`src/hdl/sgc_pkg.sv`:
```
// sgc_pkg: types and constants shared by the swing gate controller.
// Gate and learning state codes, drive codes, register indexes and reset values.
// No dependencies.
package sgc_pkg;

	localparam int POS_WIDTH = 16;
	localparam int CNT_W     = 16;
	localparam int CMP_W     = ((POS_WIDTH > CNT_W) ? POS_WIDTH : CNT_W) + 2;

	localparam logic [CNT_W-1:0] CNT_MAX = '1;

	localparam logic [15:0] CURRENT_LIMIT_RST = 16'd1000;
	localparam logic [15:0] FULL_TRAVEL_RST   = 16'd20;
	localparam logic [7:0]  OBST_MARGIN_RST   = 8'd3;
	localparam logic [15:0] RUN_TIMEOUT_RST   = 16'd30;

	typedef enum logic [3:0] {
		ST_INIT    = 4'd0,
		ST_IDLE    = 4'd1,
		ST_CAL     = 4'd2,
		ST_OC      = 4'd3,
		ST_BOUND   = 4'd4,
		ST_STOP    = 4'd5,
		ST_OBST    = 4'd6,
		ST_REV     = 4'd7,
		ST_TIMEOUT = 4'd8,
		ST_KEY     = 4'd9
	} gate_state_t;

	typedef enum logic [3:0] {
		LS_START         = 4'd0,
		LS_WAIT_OPEN     = 4'd1,
		LS_M1_CLOSE      = 4'd2,
		LS_M2_CLOSE      = 4'd3,
		LS_M2_OPEN_MEAS  = 4'd4,
		LS_M1_OPEN_MEAS  = 4'd5,
		LS_M1_CLOSE_MEAS = 4'd6,
		LS_M2_CLOSE_MEAS = 4'd7,
		LS_STORE         = 4'd8,
		LS_END           = 4'd9
	} learn_step_t;

	typedef enum logic [1:0] {
		DRV_STOP  = 2'd0,
		DRV_OPEN  = 2'd1,
		DRV_CLOSE = 2'd2
	} drive_t;

	typedef enum logic [1:0] {
		REG_CURRENT_LIMIT = 2'd0,
		REG_FULL_TRAVEL   = 2'd1,
		REG_OBST_MARGIN   = 2'd2,
		REG_RUN_TIMEOUT   = 2'd3
	} cfg_reg_t;

endpackage

```
`src/hdl/swing_gate_controller_top.sv`:
```
// swing_gate_controller_top: per-tick two-motor swing gate controller.
// Input word register, one pass of state logic, result word register; APB registers.
// Depends on sgc_pkg.
//
// channel  dir  handshake               contents
// s_*      in   s_tvalid / s_tready     one tick of buttons, IR and motor currents
// m_*      out  m_tvalid / m_tready     drives, lamp, state, direction, positions
// apb      in   psel/penable/pready     four config registers at 0x0, 0x4, 0x8, 0xC
//
// One word per cycle sustained while the output is not stalled; a result passes through
// the input register, then the result register. The gate state updates as a word moves
// from the input register into the result register. A stalled output holds both
// stages; s_tready drops only when both are full. Reset restores all state and
// register defaults at once.
module swing_gate_controller_top
	import sgc_pkg::*;
(
	input  logic        clk,
	input  logic        arst_n,
	input  logic        s_tvalid,
	output logic        s_tready,
	// rf_signal[0], oc_button[1], learn_button[2], key_button[3], ir_obstacle[4],
	// current_m1[20:5], current_m2[36:21], zero[39:37]
	input  logic [39:0] s_tdata,
	output logic        m_tvalid,
	input  logic        m_tready,
	// m1_drive[1:0], m2_drive[3:2], lamp[4], gate_state_out[8:5], closing[9],
	// m1_position[25:10], m2_position[41:26], calibration_done[42], zero[47:43]
	output logic [47:0] m_tdata,
	input  logic        psel,
	input  logic        penable,
	input  logic        pwrite,
	input  logic [3:0]  paddr,
	input  logic [31:0] pwdata,
	output logic [31:0] prdata,
	output logic        pready
);

	// config registers
	logic [15:0] current_limit_q, full_travel_q, run_timeout_q;
	logic [7:0]  obst_margin_q;
	cfg_reg_t    cfg_idx;
	logic        cfg_we;

	// input stage
	logic        valid_s1, cmd_s1, learn_s1, key_s1, ir_s1;
	logic [15:0] cur1_s1, cur2_s1;

	// result stage
	logic                 valid_s2, lamp_s2, closing_s2, cal_s2;
	drive_t               m1_drv_s2, m2_drv_s2;
	gate_state_t          state_s2;
	logic [15:0]          m1_pos_s2, m2_pos_s2;

	// gate state
	gate_state_t          gate_state_q, gs_d;
	learn_step_t          learn_step_q, ls_d;
	drive_t               m1_cmd_q, m2_cmd_q, m1_d, m2_d;
	logic                 lamp_q, lamp_d, close_next_q, cn_d;
	logic [POS_WIDTH-1:0] m1_pos_q, m2_pos_q, m1_pos_d, m2_pos_d;
	logic [CNT_W-1:0]     travel_q, travel_d, tt_w;

	logic adv, oc1, oc2;

	function automatic logic near_obst(input logic [POS_WIDTH-1:0] pos, input logic cn,
			input logic [15:0] ftt, input logic [7:0] mg);
		logic signed [CMP_W-1:0] p, lim;
		p   = signed'(CMP_W'(pos));
		lim = signed'(CMP_W'(ftt)) - signed'(CMP_W'(mg));
		if (cn)
			return CMP_W'(pos) > CMP_W'(mg);
		return p < lim;
	endfunction

	function automatic logic [POS_WIDTH-1:0] move_pos(input logic [POS_WIDTH-1:0] pos,
			input drive_t drv);
		logic [POS_WIDTH-1:0] r;
		r = pos;
		if (drv == DRV_OPEN && pos != '1)
			r = pos + 1'b1;
		else if (drv == DRV_CLOSE && pos != '0)
			r = pos - 1'b1;
		return r;
	endfunction

	// APB
	assign pready  = 1'b1;
	assign cfg_idx = cfg_reg_t'(paddr[3:2]);
	assign cfg_we  = psel & penable & pwrite & pready;

	always_comb begin
		unique case (cfg_idx)
			REG_CURRENT_LIMIT: prdata = {16'b0, current_limit_q};
			REG_FULL_TRAVEL:   prdata = {16'b0, full_travel_q};
			REG_OBST_MARGIN:   prdata = {24'b0, obst_margin_q};
			REG_RUN_TIMEOUT:   prdata = {16'b0, run_timeout_q};
			default:           prdata = '0;
		endcase
	end

	always_ff @(posedge clk or negedge arst_n) begin
		if (!arst_n) begin
			current_limit_q <= CURRENT_LIMIT_RST;
			full_travel_q   <= FULL_TRAVEL_RST;
			obst_margin_q   <= OBST_MARGIN_RST;
			run_timeout_q   <= RUN_TIMEOUT_RST;
		end else if (cfg_we) begin
			unique case (cfg_idx)
				REG_CURRENT_LIMIT: current_limit_q <= pwdata[15:0];
				REG_FULL_TRAVEL:   full_travel_q   <= pwdata[15:0];
				REG_OBST_MARGIN:   obst_margin_q   <= pwdata[7:0];
				REG_RUN_TIMEOUT:   run_timeout_q   <= pwdata[15:0];
				default:           current_limit_q <= current_limit_q;
			endcase
		end
	end

	// handshake
	assign adv      = ~valid_s2 | m_tready;
	assign s_tready = ~valid_s1 | adv;
	assign m_tvalid = valid_s2;
	assign m_tdata  = {5'b0, cal_s2, m2_pos_s2, m1_pos_s2, closing_s2, state_s2,
		lamp_s2, m2_drv_s2, m1_drv_s2};

	always_ff @(posedge clk or negedge arst_n) begin
		if (!arst_n) begin
			valid_s1 <= 1'b0;
		end else if (s_tready) begin
			valid_s1 <= s_tvalid;
		end
	end

	always_ff @(posedge clk) begin
		if (s_tready && s_tvalid) begin
			cmd_s1   <= s_tdata[0] | s_tdata[1];
			learn_s1 <= s_tdata[2];
			key_s1   <= s_tdata[3];
			ir_s1    <= s_tdata[4];
			cur1_s1  <= s_tdata[20:5];
			cur2_s1  <= s_tdata[36:21];
		end
	end

	assign oc1 = cur1_s1 > current_limit_q;
	assign oc2 = cur2_s1 > current_limit_q;

	// one tick of the gate state machine
	always_comb begin
		gs_d   = gate_state_q;
		ls_d   = learn_step_q;
		m1_d   = m1_cmd_q;
		m2_d   = m2_cmd_q;
		lamp_d = lamp_q;
		cn_d   = close_next_q;
		tt_w   = travel_q;
		unique case (gate_state_q) inside
			ST_INIT: begin
				m1_d   = DRV_STOP;
				m2_d   = DRV_STOP;
				lamp_d = 1'b0;
				cn_d   = 1'b1;
				gs_d   = ST_IDLE;
			end
			ST_IDLE: begin
				lamp_d = 1'b0;
				if (key_s1)
					gs_d = ST_KEY;
				else if (ir_s1)
					gs_d = ST_IDLE;
				else if (learn_s1)
					gs_d = ST_CAL;
				else if (cmd_s1)
					gs_d = ST_OC;
			end
			ST_CAL: begin
				unique case (learn_step_q) inside
					LS_START: begin
						m1_d = DRV_OPEN;
						m2_d = DRV_OPEN;
						ls_d = LS_WAIT_OPEN;
					end
					LS_WAIT_OPEN: begin
						if (oc1)
							m1_d = DRV_STOP;
						if (oc2)
							m2_d = DRV_STOP;
						if (m1_d == DRV_STOP && m2_d == DRV_STOP)
							ls_d = LS_M1_CLOSE;
					end
					LS_M1_CLOSE, LS_M1_CLOSE_MEAS: begin
						m1_d = DRV_CLOSE;
						if (oc1) begin
							m1_d = DRV_STOP;
							ls_d = (learn_step_q == LS_M1_CLOSE) ? LS_M2_CLOSE
								: LS_M2_CLOSE_MEAS;
						end
					end
					LS_M2_CLOSE, LS_M2_CLOSE_MEAS: begin
						m2_d = DRV_CLOSE;
						if (oc2) begin
							m2_d = DRV_STOP;
							ls_d = (learn_step_q == LS_M2_CLOSE) ? LS_M2_OPEN_MEAS
								: LS_STORE;
						end
					end
					LS_M2_OPEN_MEAS: begin
						m2_d = DRV_OPEN;
						if (oc2) begin
							m2_d = DRV_STOP;
							ls_d = LS_M1_OPEN_MEAS;
						end
					end
					LS_M1_OPEN_MEAS: begin
						m1_d = DRV_OPEN;
						if (oc1) begin
							m1_d = DRV_STOP;
							ls_d = LS_M1_CLOSE_MEAS;
						end
					end
					LS_STORE: ls_d = LS_END;
					LS_END:   gs_d = ST_IDLE;
					default:  ls_d = learn_step_q;
				endcase
				if (cmd_s1) begin
					m1_d = DRV_STOP;
					m2_d = DRV_STOP;
					gs_d = ST_STOP;
				end
			end
			ST_OC, ST_BOUND: begin
				if (gate_state_q == ST_OC) begin
					tt_w = '0;
					if (close_next_q)
						m1_d = DRV_CLOSE;
					else
						m2_d = DRV_OPEN;
					gs_d = ST_BOUND;
				end
				lamp_d = ~lamp_q;
				if (close_next_q) begin
					if (m2_pos_q > m1_pos_q)
						m2_d = DRV_CLOSE;
				end else if (m1_pos_q < m2_pos_q) begin
					m1_d = DRV_OPEN;
				end
				if (tt_w >= run_timeout_q)
					gs_d = ST_TIMEOUT;
				if (oc1) begin
					m1_d = DRV_STOP;
					if (near_obst(m1_pos_q, close_next_q, full_travel_q, obst_margin_q))
						gs_d = ST_OBST;
				end
				if (oc2) begin
					m2_d = DRV_STOP;
					if (near_obst(m2_pos_q, close_next_q, full_travel_q, obst_margin_q))
						gs_d = ST_OBST;
				end
				if (m1_d == DRV_STOP && m2_d == DRV_STOP)
					gs_d = ST_STOP;
				if (cmd_s1) begin
					m1_d = DRV_STOP;
					m2_d = DRV_STOP;
					gs_d = ST_STOP;
				end
			end
			ST_OBST: begin
				lamp_d = ~lamp_q;
				m1_d   = DRV_STOP;
				m2_d   = DRV_STOP;
				if (close_next_q)
					gs_d = ST_REV;
				if (cmd_s1)
					gs_d = ST_STOP;
			end
			ST_REV: begin
				lamp_d = ~lamp_q;
				m1_d   = DRV_STOP;
				m2_d   = DRV_STOP;
				cn_d   = 1'b0;
				gs_d   = ST_OC;
			end
			ST_STOP: begin
				cn_d   = ~close_next_q;
				lamp_d = 1'b0;
				m1_d   = DRV_STOP;
				m2_d   = DRV_STOP;
				gs_d   = ST_IDLE;
			end
			ST_TIMEOUT: begin
				lamp_d = ~lamp_q;
				m1_d   = DRV_STOP;
				m2_d   = DRV_STOP;
				if (cmd_s1)
					gs_d = ST_STOP;
			end
			ST_KEY:  gs_d = ST_IDLE;
			default: gs_d = ST_INIT;
		endcase
		travel_d = (tt_w != CNT_MAX) ? tt_w + 1'b1 : tt_w;
		m1_pos_d = move_pos(m1_pos_q, m1_d);
		m2_pos_d = move_pos(m2_pos_q, m2_d);
	end

	always_ff @(posedge clk or negedge arst_n) begin
		if (!arst_n) begin
			gate_state_q <= ST_INIT;
			learn_step_q <= LS_START;
			m1_cmd_q     <= DRV_STOP;
			m2_cmd_q     <= DRV_STOP;
			lamp_q       <= 1'b0;
			close_next_q <= 1'b1;
			m1_pos_q     <= '0;
			m2_pos_q     <= '0;
			travel_q     <= '0;
			valid_s2     <= 1'b0;
		end else if (adv) begin
			valid_s2 <= valid_s1;
			if (valid_s1) begin
				gate_state_q <= gs_d;
				learn_step_q <= ls_d;
				m1_cmd_q     <= m1_d;
				m2_cmd_q     <= m2_d;
				lamp_q       <= lamp_d;
				close_next_q <= cn_d;
				m1_pos_q     <= m1_pos_d;
				m2_pos_q     <= m2_pos_d;
				travel_q     <= travel_d;
			end
		end
	end

	always_ff @(posedge clk) begin
		if (adv && valid_s1) begin
			m1_drv_s2  <= m1_d;
			m2_drv_s2  <= m2_d;
			lamp_s2    <= lamp_d;
			state_s2   <= gs_d;
			closing_s2 <= cn_d;
			m1_pos_s2  <= 16'(m1_pos_d);
			m2_pos_s2  <= 16'(m2_pos_d);
			cal_s2     <= (ls_d == LS_END);
		end
	end

	// an empty result stage never blocks the input side
	a_ready_when_empty: assert property (@(posedge clk) disable iff (!arst_n)
		!valid_s2 |-> s_tready)
		else $error("s_tready low with empty result stage");

	// a word reporting STOP always carries stopped motors
	a_stop_drives: assert property (@(posedge clk) disable iff (!arst_n)
		(valid_s2 && state_s2 == ST_STOP) |-> (m1_drv_s2 == DRV_STOP && m2_drv_s2 == DRV_STOP))
		else $error("STOP state with a motor driven");

	// learning never leaves its end step
	a_learn_end_sticky: assert property (@(posedge clk) disable iff (!arst_n)
		learn_step_q == LS_END |=> learn_step_q == LS_END)
		else $error("learning step left its end step");

endmodule

```
`config.mk`:
```
export PLATFORM = sky130hd
export DESIGN_NAME = swing_gate_controller_top
export DESIGN_NICKNAME = d
export VERILOG_FILES = /design/src/hdl/sgc_pkg.sv /design/src/hdl/swing_gate_controller_top.sv
export SDC_FILE = /design/constraint.sdc
export NUM_CORES = 1
export LEC_CHECK = 0
export BUFFER_PORTS_ARGS = -buffer_cell sky130_fd_sc_hd__buf_2
export CORE_MARGIN = 4
export CORE_UTILIZATION = 37
export CTS_BUF_LIST = sky130_fd_sc_hd__clkbuf_4
export DETAILED_ROUTE_END_ITERATION = 16
export HOLD_SLACK_MARGIN = 0.03
export PLACE_DENSITY = 0.57
export SETUP_SLACK_MARGIN = 0.4
export SLEW_MARGIN = 5
export SYNTH_ARGS = -nofsm -noshare
export SYNTH_HDL_FRONTEND = slang
export SYNTH_SLANG_ARGS = --single-unit
export TNS_END_PERCENT = 30
```
`constraint.sdc`:
```
create_clock -name clk -period 9.1 [get_ports clk]
set_clock_uncertainty 0.05 [all_clocks]
set_input_delay 1.365 -clock clk [delete_from_list [all_inputs] [get_ports clk]]
set_output_delay 1.365 -clock clk [all_outputs]
set_load 0.01 [all_outputs]
```
==> implementation parameters <==
Parameter                              Value

Setup path
  Critical path startpoint category ... flop
  CP Capture Type ... flop
  Depth of the worst register-to-register path ... 15
  Critical Path AT ... between 5 and 6 ns
  Crit Path Class ... flop to flop
  Max Fanout on Critical Path ... 6
  Reg-to-reg slack, setup ... approximately 4.4 ns
  Destination of the worst register-to-register timing path ... state_s2[3]
  Startpoint of the worst-slack reg-to-reg timing path ... obst_margin_q[0]
  Endpoint required time on the critical path ... around 9.5 ns

Floorplan
  Core ar. ... 35500 µm²
  Height of the chip ... 198 µm
  Std-Cell Rows ... 69
  Initial standard-cell utilization of the core ... 37.5%
  Die width ... between 150 and 200 µm
  I/O pin count ... 166
  Die Outline Area ... just under 40000 µm²

Placed design
  DP Cell Count ... 1900
  I/O Buffers ... approximately 120
  Detailed placement HPWL ... ~27000 µm
  Routability Congestion ... a little under 0.9

GRT
  Antenna violations before repair ... 2
  Gr ovfl total ... 0
  Tot GR Track Use ... 18.3%
  Largest net degree at the start of global routing ... a little over 80
  Number of global-route vias before repair ... roughly 10000
  Global-route wire length before repair ... about 57000 µm

Yosys
  Netlist area before placement ... approximately 13000 µm²
  Cells after Synth ... 1366
  Post-synth ARST share ... about three fifths
  Fraction of the yosys area taken by sequential cells ... about two fifths
  Yosys cell types ... between 80 and 90
  Dominant synthesized flop cell ... dfrtp_1
  Synth warn ... 0
  EDFF count, synth ... just under 80
  Avg Inst Size Synth ... roughly 9.7 µm²
  Post-synthesis sequential element count ... 199

Drt
  Residual antenna-violating net count after detailed routing ... 0
  Detailed Routing Iterations Pass 1 ... 5
  Vias ... 10600
  DR DRC count ... 0
  Avg Vias per Cell ... approximately 5.5
  Initial drt markers ... a little under 900
  Wire length per cell after detailed routing ... ~18 µm
  Routed WL ... 35500 µm

Power and ir drop
  Total power divided by cell area ... between 200 and 250 nW/µm²
  Leakage power figure ... between 6 and 7 nW
  IR Drop Worst-Case VDD ... 0.0852 mV

Run status
  Status ... complete, no violations

STA
  Total count of hold-check failures in the final report ... 0
  Final setup vio count ... 0
  Max Transition Viols Final ... 0
  Maximum clock rate ... ~210 MHz
  Worst slew margin ... between 20 and 25%
  Post-Route Setup TNS ... 0 ns
  Worst Max-Slew Pin Slew ... roughly 1.2 ns
  Setup repair after global routing missed its margin ... no
  Hold Slack ... around 0.46 ns
  Min cycle time layout ... between 4 and 5 ns
  Post-route clock period utilization ... 52.1%

Layout
  Top library cells by usage in the layout, fill and taps aside ... nand2_1 (138), buf_2 (121), ha_1 (118), dfrtp_1 (105), inv_1 (86)
  Number of standard cells in the final layout excluding fillers ... approximately 1900
  Area added between synthesis and finish ... 9.27%
  Most frequent standard cell in the layout excluding fill and tap cells ... nand2_1
  Final net count ... 1660
  Proportion of layout cells with a drive suffix above 1 ... between 10% and 20%

Clock network
  Post-CTS Setup Inserts ... 0
  Post-cts resize count ... 0
  Clock tree from TritonCTS ... done
  Number of buffers created by CTS ... 17
  Insertion delay to the later sink of the worst-skew pair ... 0.66 ns
  Buffer type at the clock tree root ... clkbuf_4
  Count of clock tree sinks ... 199
  Depth of the CTS H-tree ... 4
  Count of hold-fix buffers inserted at cts ... 0
  Maximum buffer depth of the clock tree ... 2
  Clock transition time at the flip-flop clock pins of the worst setup and hold paths ... ~0.20 ns

Flow run
  Maximum Capacitance Violations ... 0

Worst hold path
  Type of the most critical hold path ... flop to flop
  Source of the worst hold timing path ... valid_s1
  Cell count of the worst hold path ... 1
  Sink of the worst hold path ... m_tvalid
==> per-stage QoR <==
step | util, % | power, mW | instance area (µm²) | setup WS [ns]
finish | 41.0 | 3.04 | 14500 | 4.36
floorplan | - | 2.17 | 13400 | 5.03
global placement | 40.1 | 2.51 | 14200 | 4.49
detailed placement | 40.1 | 2.55 | 14200 | 4.41
global route | 41.0 | 3.28 | 14500 | 4.12
CTS | 40.9 | 3.06 | 14500 | 4.36
==> cells in the mapped netlist (all sizes together) (14+ instances only) <==
library cell / count / area share (%)
buf: 38 / 1.9
a21oi: 69 / 2.6
clkbuf: 42 / 1.2
xor2: 29 / 1.9
nand3: 41 / 1.5
edfxtp: 79 / 18
nand2: 138 / 3.9
and3: 14 / 0.66
xnor2: 52 / 3.4
mux2: 24 / 2.0
nand4: 29 / 1.4
o21ai: 81 / 3.0
inv: 88 / 2.5
nand2b: 18 / 0.85
o22ai: 17 / 0.80
and2: 23 / 1.1
a21o: 23 / 1.3
nor3: 33 / 1.4
nor2: 61 / 1.7
ha: 118 / 11
dfstp: 15 / 3.0
nor4: 19 / 1.0
dfrtp: 105 / 20
==> cell type report <==
class	instances	area, µm²
timing repair buffer	133	696
inverter	90	338
tap	461	577
antenna	2	5.00
sequential	199	5390
multi-input combinational	1017	7240
clock buffer	17	128
clock inverter	15	160
fill	3499	20900
==> worst max-delay path by stage <==
stage | start | end | slack [ns] | depth (start not counted)
floorplan | obst_margin_q[0] | state_s2[3] | 5.03 | 15
global placement | obst_margin_q[0] | state_s2[3] | 4.49 | 15
detailed placement | obst_margin_q[0] | state_s2[3] | 4.41 | 15
CTS | obst_margin_q[0] | state_s2[3] | 4.36 | 15
global route | obst_margin_q[0] | state_s2[3] | 4.12 | 15
finish | obst_margin_q[0] | state_s2[3] | 4.36 | 15
==> cells by family (layout without fill, tap and decap cells) <==
group,count (synthesis),count (layout),synth area share [%]
AOI/OAI and AO/OA,326,326,16.5
adders and majority gates,122,122,11.5
muxes,43,43,4.21
and+or+nand+nor,423,423,16.2
xor gates and xnor gates,81,81,5.33
DFF,199,199,40.6
other,2,24,0.0565
buffers and inverters,170,255,5.65
==> worst max-delay path, cell delays in order, from the launching register on <==
cell and delay [ns]:
dfstp_2 0.63, ha_1 0.18, inv_1 0.05, fa_1 0.42, a211o_1 0.28, o211ai_1 0.21, a21oi_1 0.26, xor2_1 0.22
ha_1 0.32, a2111oi_0 0.37, a31oi_1 0.15, maj3_1 0.41, a311oi_1 0.29, a211o_1 0.16, a31oi_1 0.25, a21o_1 0.24
==> power by group <==
group          internal [mW]  switching [mW]
Sequential              1.10           0.188
Clock                  0.148           0.352
Combinational          0.511           0.742
Total                   1.76            1.28
==> metal layers <==
metal	up-vias	wire (µm)	track usage, %
li1	5171	-	-
met1	5122	16400	25.6
met2	285	16600	29.0
met3	29	1860	3.55
met4	0	676	5.28
met5	-	0	0
Power figures use the tool's default switching activity.
